$ cat src/hdl/imc_pkg.sv
// ----------------------------------------------------------------------------
// imc_pkg
// Shared types and codes of the IPv4 to MAC address cache: beat layouts of
// the request and response channels, the scan token and the write bus.
// ----------------------------------------------------------------------------
`default_nettype none

package imc_pkg;

   localparam int IpWidth  = 32;
   localparam int MacWidth = 48;

   // request kinds
   localparam logic KIND_LOOKUP = 1'b0;
   localparam logic KIND_LEARN  = 1'b1;

   typedef struct packed {
      logic                kind;
      logic [IpWidth-1:0]  ip_addr;
      logic [MacWidth-1:0] mac_addr;
   } imc_req_type;

   typedef struct packed {
      logic                hit;
      logic [MacWidth-1:0] found_mac;
   } imc_rsp_type;

   // token that walks the row of cells, one cell per cycle while the row is not held
   typedef struct packed {
      logic                active;
      logic                kind;
      logic [IpWidth-1:0]  ip_addr;
      logic [MacWidth-1:0] mac_addr;
      logic                hit;
      logic [MacWidth-1:0] found_mac;
      logic                free_seen;
   } imc_scan_type;

   // entry write, broadcast to all cells
   typedef struct packed {
      logic                en;
      logic [IpWidth-1:0]  ip_addr;
      logic [MacWidth-1:0] mac_addr;
   } imc_wr_type;

endpackage

`default_nettype wire

$ cat src/hdl/imc_cell.sv
// ----------------------------------------------------------------------------
// imc_cell
// One cache slot. Holds valid, key and MAC, checks the passing scan token
// against its slot and hands the token to the next cell through its token register when the row advances.
// ----------------------------------------------------------------------------
`default_nettype none

module imc_cell #(
   parameter int IDX_W    = 4,
   parameter int CELL_IDX = 0
) (
   input  wire                 clock,
   input  wire                 reset,
   input  wire                 adv,
   input  imc_pkg::imc_scan_type scan_in,
   input  wire [IDX_W-1:0]     match_idx_in,
   input  wire [IDX_W-1:0]     free_idx_in,
   output imc_pkg::imc_scan_type scan_out,
   output logic [IDX_W-1:0]    match_idx_out,
   output logic [IDX_W-1:0]    free_idx_out,
   input  imc_pkg::imc_wr_type wr,
   input  wire [IDX_W-1:0]     wr_idx
);

   localparam logic [IDX_W-1:0] MyIdx = IDX_W'(CELL_IDX);

   logic                           valid_ff;
   logic [imc_pkg::IpWidth-1:0]    ip_ff;
   logic [imc_pkg::MacWidth-1:0]   mac_ff;

   imc_pkg::imc_scan_type          scan_ff, scan_in_nx;
   logic [IDX_W-1:0]               match_idx_ff, match_idx_in_nx;
   logic [IDX_W-1:0]               free_idx_ff, free_idx_in_nx;

   logic match;
   logic wr_here;

   assign match   = valid_ff && (ip_ff == scan_in.ip_addr);
   assign wr_here = wr.en && (wr_idx == MyIdx);

   always_comb begin
      scan_in_nx      = scan_in;
      match_idx_in_nx = match_idx_in;
      free_idx_in_nx  = free_idx_in;
      // lowest matching slot wins
      if (!scan_in.hit && match) begin
         scan_in_nx.hit       = 1'b1;
         scan_in_nx.found_mac = mac_ff;
         match_idx_in_nx      = MyIdx;
      end
      if (!scan_in.free_seen && !valid_ff) begin
         scan_in_nx.free_seen = 1'b1;
         free_idx_in_nx       = MyIdx;
      end
   end

   always_ff @(posedge clock) begin
      if (reset) begin
         valid_ff       <= 1'b0;
         scan_ff.active <= 1'b0;
      end else begin
         if (wr_here) begin
            valid_ff <= 1'b1;
         end
         if (adv) begin
            scan_ff.active <= scan_in_nx.active;
         end
      end
      // slot contents and token payload carry no reset
      if (wr_here) begin
         ip_ff  <= wr.ip_addr;
         mac_ff <= wr.mac_addr;
      end
      if (adv) begin
         scan_ff.kind      <= scan_in_nx.kind;
         scan_ff.ip_addr   <= scan_in_nx.ip_addr;
         scan_ff.mac_addr  <= scan_in_nx.mac_addr;
         scan_ff.hit       <= scan_in_nx.hit;
         scan_ff.found_mac <= scan_in_nx.found_mac;
         scan_ff.free_seen <= scan_in_nx.free_seen;
         match_idx_ff      <= match_idx_in_nx;
         free_idx_ff       <= free_idx_in_nx;
      end
   end

   assign scan_out      = scan_ff;
   assign match_idx_out = match_idx_ff;
   assign free_idx_out  = free_idx_ff;

endmodule

`default_nettype wire

$ cat src/hdl/ip_to_mac_cache.sv
// ----------------------------------------------------------------------------
// ip_to_mac_cache
// Fully associative IPv4 to MAC cache with lowest-free fill and round-robin
// replacement, built as a row of slot cells.
// ----------------------------------------------------------------------------
// An accepted request beat enters the first cell and walks the row one cell
// per cycle; each cell checks its own slot and passes the token on. When
// the token leaves the last cell, a learn writes the matching slot, else the
// lowest free slot, else the round-robin victim, and a lookup loads the
// response register (hit plus MAC, MAC zero on a miss). One request is in
// the row at a time, so the next request is accepted only after the token
// has left the last cell. A waiting response does not block acceptance;
// the walk only pauses at its end when a new lookup result meets a response
// that is still stalled. Learn requests give no response beat.
// ----------------------------------------------------------------------------
`default_nettype none

module ip_to_mac_cache #(
   parameter int ENTRIES = 16
) (
   input  wire                 clock,
   input  wire                 reset,
   input  wire                 req_valid,
   output logic                req_stall,
   input  imc_pkg::imc_req_type req_data,
   output logic                rsp_valid,
   input  wire                 rsp_stall,
   output imc_pkg::imc_rsp_type rsp_data
);

   localparam int IDX_W = (ENTRIES > 1) ? $clog2(ENTRIES) : 1;
   localparam logic [IDX_W-1:0] LastIdx = IDX_W'(ENTRIES - 1);

   imc_pkg::imc_scan_type scan      [0:ENTRIES];
   logic [IDX_W-1:0]      match_idx [0:ENTRIES];
   logic [IDX_W-1:0]      free_idx  [0:ENTRIES];

   imc_pkg::imc_scan_type tail;
   imc_pkg::imc_wr_type   wr;
   logic [IDX_W-1:0]      wr_idx;

   logic                  busy_ff, busy_in;
   logic [IDX_W-1:0]      victim_ff, victim_in;
   logic                  rsp_valid_ff, rsp_valid_in;
   imc_pkg::imc_rsp_type  rsp_ff, rsp_in;

   logic req_take;
   logic tail_lookup;
   logic adv;
   logic tail_done;
   logic use_victim;

   assign req_stall = busy_ff;
   assign req_take  = req_valid && !busy_ff;

   // token for the head of the row
   always_comb begin
      scan[0].active    = req_take;
      scan[0].kind      = req_data.kind;
      scan[0].ip_addr   = req_data.ip_addr;
      scan[0].mac_addr  = req_data.mac_addr;
      scan[0].hit       = 1'b0;
      scan[0].found_mac = '0;
      scan[0].free_seen = 1'b0;
   end
   assign match_idx[0] = '0;
   assign free_idx[0]  = '0;

   genvar g;
   generate
      for (g = 0; g < ENTRIES; g++) begin : g_cell
         imc_cell #(
            .IDX_W    (IDX_W),
            .CELL_IDX (g)
         ) u_cell (
            .clock         (clock),
            .reset         (reset),
            .adv           (adv),
            .scan_in       (scan[g]),
            .match_idx_in  (match_idx[g]),
            .free_idx_in   (free_idx[g]),
            .scan_out      (scan[g+1]),
            .match_idx_out (match_idx[g+1]),
            .free_idx_out  (free_idx[g+1]),
            .wr            (wr),
            .wr_idx        (wr_idx)
         );
      end
   endgenerate

   assign tail        = scan[ENTRIES];
   assign tail_lookup = tail.active && (tail.kind == imc_pkg::KIND_LOOKUP);
   // hold the row while a lookup result has nowhere to go
   assign adv         = !(tail_lookup && rsp_valid_ff && rsp_stall);
   assign tail_done   = tail.active && adv;
   assign use_victim  = !tail.hit && !tail.free_seen;

   always_comb begin
      wr.en       = tail.active && (tail.kind == imc_pkg::KIND_LEARN);
      wr.ip_addr  = tail.ip_addr;
      wr.mac_addr = tail.mac_addr;
      if (tail.hit) begin
         wr_idx = match_idx[ENTRIES];
      end else if (tail.free_seen) begin
         wr_idx = free_idx[ENTRIES];
      end else begin
         wr_idx = victim_ff;
      end
   end

   always_comb begin
      busy_in      = busy_ff;
      victim_in    = victim_ff;
      rsp_valid_in = rsp_valid_ff;
      rsp_in       = rsp_ff;
      if (req_take) begin
         busy_in = 1'b1;
      end else if (tail_done) begin
         busy_in = 1'b0;
      end
      if (wr.en && use_victim) begin
         victim_in = (victim_ff == LastIdx) ? '0 : victim_ff + 1'b1;
      end
      if (rsp_valid_ff && !rsp_stall) begin
         rsp_valid_in = 1'b0;
      end
      if (tail_lookup && adv) begin
         rsp_valid_in     = 1'b1;
         rsp_in.hit       = tail.hit;
         rsp_in.found_mac = tail.found_mac;
      end
   end

   always_ff @(posedge clock) begin
      if (reset) begin
         busy_ff      <= 1'b0;
         victim_ff    <= '0;
         rsp_valid_ff <= 1'b0;
      end else begin
         busy_ff      <= busy_in;
         victim_ff    <= victim_in;
         rsp_valid_ff <= rsp_valid_in;
      end
   end

   always_ff @(posedge clock) begin
      rsp_ff <= rsp_in;
   end

   assign rsp_valid = rsp_valid_ff;
   assign rsp_data  = rsp_ff;

endmodule

`default_nettype wire

$ cat config.mk
export PLATFORM = sky130hd
export DESIGN_NAME = ip_to_mac_cache
export DESIGN_NICKNAME = d
export VERILOG_FILES = /design/src/hdl/imc_pkg.sv /design/src/hdl/imc_cell.sv /design/src/hdl/ip_to_mac_cache.sv
export SDC_FILE = /design/constraint.sdc
export NUM_CORES = 2
export LEC_CHECK = 0
export ABC_AREA = 1
export BUFFER_PORTS_ARGS = -buffer_cell sky130_fd_sc_hd__buf_4
export CAP_MARGIN = 30
export CORE_ASPECT_RATIO = 2
export CORE_MARGIN = 2
export CORE_UTILIZATION = 42
export CTS_CLUSTER_DIAMETER = 80
export DETAILED_ROUTE_END_ITERATION = 12
export GPL_TIMING_DRIVEN = 0
export PLACE_DENSITY_LB_ADDON = 0.2
export SLEW_MARGIN = 20
export SYNTH_ARGS = -nofsm -noshare
export SYNTH_HDL_FRONTEND = slang
export SYNTH_SLANG_ARGS = --single-unit
$ cat constraint.sdc
create_clock -name clock -period 86.2 [get_ports clock]
set_input_delay 0 -clock clock [delete_from_list [all_inputs] [get_ports clock]]
set_output_delay 0 -clock clock [all_outputs]
set_load 0.01 [all_outputs]
Word level (Yosys, flattened, before mapping)
Index checks and enable logic that the tools add are counted.
Widths: inputs -> output; s select.

operators by class
  add/sub/neg operators = 1
  multiply operators = 0
  divide/modulo/power cells = 0
  magnitude comparators = 0
  eq/ne operators = 32
  shift operators = 0
  mux-type cells = 24
  bitwise operators = 1
  reductions and logical operators = 125

operator list
  operator             count
  $mux 48              15
  $eq 32x32->1         16
  $logic_and 1x1->1    72
  $logic_not 1->1      50
  $mux 49              1
  $eq 4x4->1 const B   9
  $eq 4x3->1 const B   4
  $mux 4               3
  $eq 4x2->1 const B   2
  $mux 1               5
  $add 4x1->4 const B  1
  $eq 4x1->1 const B   1
  $logic_not 4->1      1
  $reduce_bool 2->1    2
  $not 1->1            1

word-level totals
  flip-flop bits (word level) = 3561
  bits in latches = 0
  RAM bits = 0
  memory bits (read-only) = 0
  output and inout port bits = 51
  word-level logic and storage cells = 378
  memories kept = 0

Depth between registers and ports, before layout
  depth in word-level cells = 8
  depth in mapped cells = 13
  mapped depth without buffers = 11

Hierarchy
Synthesis repeated with hierarchy kept, for this count alone.

second synthesis, totals
  cell total of the unflattened synthesis = 9597
  area total of the unflattened synthesis = 133350.4 um^2

by module, submodules not included
  module                            times used  cells an instance  area an instance (um^2)  sequential area each (um^2)
  imc_cell (g_cell[10].u_cell ...)  6           593                8190.4                   6616.3
  imc_cell (g_cell[13].u_cell ...)  2           591                8247.9                   6616.3
  imc_cell (g_cell[11].u_cell ...)  2           590                8242.9                   6616.3
  imc_cell (g_cell[1].u_cell ...)   2           594                8184.1                   6616.3
  imc_cell (g_cell[4].u_cell ...)   2           593                8179.1                   6616.3
  imc_cell (g_cell[15].u_cell)      1           595                8304.2                   6616.3
  imc_cell (g_cell[0].u_cell)       1           594                8299.2                   6616.3
  ip_to_mac_cache                   1           114                1896.8                   1591.5

Least setup slack after synthesis
No wires, ideal clock.

  kind = register -> register
  start point = reg g_cell[15].u_cell.scan_ff, in the netlist g_cell[15].u_cell.scan_out[131]
  end point = reg g_cell[0].u_cell.scan_ff, in the netlist g_cell[0].u_cell.scan_out[0], enable pin
  data arrival time = 59.760 ns
  required time = 82.787 ns
  path slack = 23.027 ns
  cell stages (with the launch flop) = 7
  period minus slack after synthesis = 63.173 ns
  path through = dfxtp_1 > inv_1 > nor2_1 > inv_1 > nor2_4 > clkinv_1 > clkbuf_1

on the way
  word-level cells in the longest chain between the ends = 3

ends and longest elaborated chain
  what                            line                   text
  start, declared                 imc_cell.sv:31         imc_pkg::imc_scan_type scan_ff, scan_in_nx;
  $logic_and 1x1->1               ip_to_mac_cache.sv:92  assign tail_lookup = tail.active && (tail.kind == imc_pkg::KIND_LOOKUP);
  $logic_and 1x1->1 (2 in a row)  ip_to_mac_cache.sv:94  assign adv = !(tail_lookup && rsp_valid_ff && rsp_stall);
  end, declared                   imc_cell.sv:31

No other way between the ends.
A chain may end at the register's enable or synchronous reset.

Worst setup path in the final report
  start point = reg g_cell[15].u_cell.scan_ff, in the netlist g_cell[15].u_cell.scan_out[131]
  end point = reg g_cell[0].u_cell.scan_ff, in the netlist g_cell[0].u_cell.scan_out[89], enable pin

Same word-level chain as after synthesis.

==> reports/summary.txt <==
FINISH
-------------------------------------------------------------------------------------
Area of combinational cells with multiple inputs                            19100 um2
Number of nets in the layout                                                    10100
Number of non-filler instances in the completed layout                          14300
# fillers                                                                       26400
Share of post-route cells with drive strength above 1                           0.105
Synth-to-layout area growth                                                     15.2%
Final design area excluding fillers                                        151000 um2
Sequential cell area                                                       107000 um2

CLOCK TREE
-------------------------------------------------------------------------------------
TritonCTS clock tree                                                             done
Number of gates resized after CTS                                                   0
Cell at the root of the clock tree                                          clkbuf_16
Count of clock tree sinks                                                        3561
Total number of H-tree levels                                                       5
Worst-skew pair later-pin latency                                             0.91 ns
Num CTS Buffers                                                                   317
Register clock-pin slew on the reported worst setup and hold paths            0.07 ns
Clock tree buffer depth                                                             4

WORST HOLD PATH
-------------------------------------------------------------------------------------
Path class of the lowest-slack min-delay path                               in -> reg

SYNTH
-------------------------------------------------------------------------------------
Adder and majority gate portion of the synthesized area                     0.0000952
Synthesized flop and latch total                                                 3561
Net count after synthesis                                                        9342
Warnings, synthesis                                                                 0
Synthesized instance count                                                       9256
Post-synth ARST share                                                               0
Top flip-flop cell by instance count after synthesis                         edfxtp_1
Post-synthesis share of cell area spent on and, or, nand and nor gates          0.125
Area share of xor/xnor cells in the synthesized design                        0.00693
Number of distinct library cells after synthesis                                   34
Mux share of post-synthesis cell area                                               0
Number of enable-type register cells in the synthesized netlist                  3523
Fraction of the yosys area taken by sequential cells                            0.811
Combinational family with the most area after synthesis                  simple AND/OR/NAND/NOR gates
Compound-Gate Fraction of Synth Area                                           0.0140
Summed instance area of the synthesized netlist                            131000 um2
Avg Inst Size Synth                                                          14.2 um2

PLACE
-------------------------------------------------------------------------------------
Number of placed cells counting well taps                                       13600
Placement Setup Slack                                                        81.58 ns
Final estimated routing congestion in global placement                          0.932
Placed inst area                                                           140000 um2
Post-detail-place hpwl                                                      201000 um
Number of buffers added on ports                                                  135

FLOORPLANNING
-------------------------------------------------------------------------------------
Number of placement rows                                                          290
Die Footprint                                                              318000 um2
Chip Width                                                                     400 um
I/O pin total                                                                     136
Chip height                                                                    795 um
Core area                                                                  312000 um2
Initial Util                                                                    0.422

WORST SETUP PATH
-------------------------------------------------------------------------------------
Endpoint arrival time on the critical path                                    5.05 ns
Startpoint type of the worst setup path                                     flip-flop
Crit path required time                                                      86.75 ns
Peak fanout along the critical path                                                52
Startpoint-to-endpoint class of the critical path                          reg -> reg
Critical path capture point type                                            flip-flop

DETAILED ROUTING
-------------------------------------------------------------------------------------
Average vias per placed instance                                                 4.69
DR vias                                                                         67100
Number of routed nets with antenna violations                                       0
DRC violation count after routing                                                   0
Detailed Route Iter0 Violations                                                  3343
DRT Wirelength                                                              278000 um
Routed wire per std cell                                                      19.4 um
First-pass iteration count of the detailed router                                   5

GLOBAL ROUTING
-------------------------------------------------------------------------------------
Met2 global-route usage                                                         0.354
Remaining Overflow, GRT                                                             0
First-pass GRT wire length                                                  414000 um
Maximum number of pins on one net before global-route repair                       60
Antenna violations before repair                                                   12
GR peak layer                                                                    met2
Met3 usage                                                                     0.0209
Global-route total usage across every layer                                     0.175
Met1 track demand over resource in global routing                               0.164
Via count of the first global-routing pass                                      69600

STA
-------------------------------------------------------------------------------------
Worst-margin pin slew                                                        0.977 ns
Fin crit share                                                                 0.0523
Setup WS post-layout                                                         81.70 ns
Unrepaired setup endpoints after global routing                                 false
Max Clk Rate                                                                  222 MHz
Relative slew slack                                                             0.349
Count of pins over their slew limit                                                 0
Maximum clock skew at final layout                                          0.0535 ns
Total count of hold-check failures in the final report                              0
Final setup viols                                                                   0
Min Tclk post-route                                                           4.50 ns

OUTCOME
-------------------------------------------------------------------------------------
Status                                                                   finished clean

POWER
-------------------------------------------------------------------------------------
Worst-case vdd ir drop                                                      0.0177 mV
Pleak                                                                         61.3 nW
Ratio of total power to cell area                                         22.3 nW/um2

JOB
-------------------------------------------------------------------------------------
Count of maximum capacitance violations                                             0

cell families (layout without fill, tap and decap cells):
logic type / after synthesis / after routing
compound gates: 278 / 278
xor+xnor: 104 / 104
flops: 3561 / 3561
simple gates: 3934 / 3934
buf+inv: 1378 / 2339
fa+ha+maj: 1 / 1
other cells: 0 / 5
worst max-delay path: stages, from the launching register on:
cell and delay (ns):
dfxtp_1 0.31, inv_1 0.06, nor2_1 0.04, inv_1 0.18
nor2_4 0.09, clkinv_1 0.14, clkbuf_4 0.62, buf_16 0.33
buf_12 0.28, buf_12 0.27, buf_16 0.27, buf_16 0.30
buf_16 0.30, buf_12 0.26, buf_12 0.28, buf_12 0.26
layout by cell type (no fill, tap or decap), types with 80 or more instances in the layout:
cell	synthesis	routed
buf_2	123	123
buf_4	43	178
clkbuf_1	49	109
clkbuf_16	0	323
dlygate4sd3_1	0	167
edfxtp_1	3523	3523
inv_1	1085	1069
nand2_1	2613	2613
nand3_1	716	716
nor2_1	397	395
o21bai_1	136	136
xnor2_1	80	80
cells in the mapped netlist (all sizes together), types with 8 or more instances:
cell    number  area, um2
nand3      761       4030
o22ai       14       87.6
xor2        24        210
nand4       12       75.1
a21oi       24        120
xnor2       80        701
edfxtp    3523     106000
buf        207       1310
o21ai       82        410
nand2     2613       9810
nor3        57        340
o21bai     145       1120
nor2       430       1730
inv       1121       4210
dfxtp       38        761
o211ai       8       60.1
or2         56        350
clkbuf      49        184
registers in the layout, summed over array words and instances, names as in the netlist:
| register | flops |
|---|---|
| g_cell.u_cell.mac_ff | 768 |
| rsp_valid | 1 |
| victim_ff | 4 |
| g_cell.u_cell.scan_out | 2112 |
| rsp_data | 49 |
| req_stall | 1 |
| g_cell.u_cell.valid_ff | 16 |
| g_cell.u_cell.match_idx_out | 49 |
| g_cell.u_cell.ip_ff | 512 |
| g_cell.u_cell.free_idx_out | 49 |
metal layers:
metal / up-vias / wire length, um
met2: 1167 / 161000
met5: - / 60
met4: 8 / 17200
met3: 610 / 8280
li1: 32900 / -
met1: 32400 / 91200
stage by stage:
step	total power, mW	setup TNS (ns)	hold slack (ns)	utilization
2_1_floorplan	1.99	0	0.0989	-
3_3_place_gp	2.02	-5562.17	0.178	0.441
3_5_place_dp	2.03	0	0.179	0.449
4_1_cts	3.42	0	0.0177	0.486
5_1_grt	3.48	0	0.0639	0.486
6_report	3.37	0	0.0583	0.486
timing repair:
item | 4_1_cts | 5_1_grt
setup buffers | 0 | 0
hold endpoints to repair | 119 | 0
endpoints found under the setup margin | 0 | 0
hold buffers | 167 | 0
where the power goes:
part	switching, mW	internal, mW	total, mW
Combinational	0.0224	0.0179	0.0402
Clock	0.613	0.767	1.38
Sequential	0.0266	1.93	1.95
Total	0.662	2.71	3.37
final cells by class:
type | instances | share of cell area
Clock inverter | 170 | 0.0102
Buffer | 256 | 0.00989
Sequential cell | 3561 | 0.704
Multi-Input combinational cell | 4317 | 0.126
Inverter | 1122 | 0.0281
Timing Repair Buffer | 406 | 0.0328
Clock buffer | 385 | 0.0550
Tap cell | 4088 | 0.0338
Antenna cell | 5 | 0.0000826
final timing paths:
path / startpoint / to / slack [ns] / cells after the start
max: g_cell[15].u_cell.scan_out[131]$_SDFFE_PP0N_ / g_cell[0].u_cell.scan_out[89]$_DFFE_PN_ / 81.70 / 15
min: req_valid / g_cell[0].u_cell.scan_out[131]$_SDFFE_PP0N_ / 0.06 / 4
max reg2reg: g_cell[15].u_cell.scan_out[131]$_SDFFE_PP0N_ / g_cell[0].u_cell.scan_out[89]$_DFFE_PN_ / 81.70 / 15
min reg2reg: g_cell[8].u_cell.scan_out[96]$_DFFE_PN_ / g_cell[9].u_cell.scan_out[96]$_DFFE_PN_ / 0.39 / 0
(Power assumes the default switching activity.)
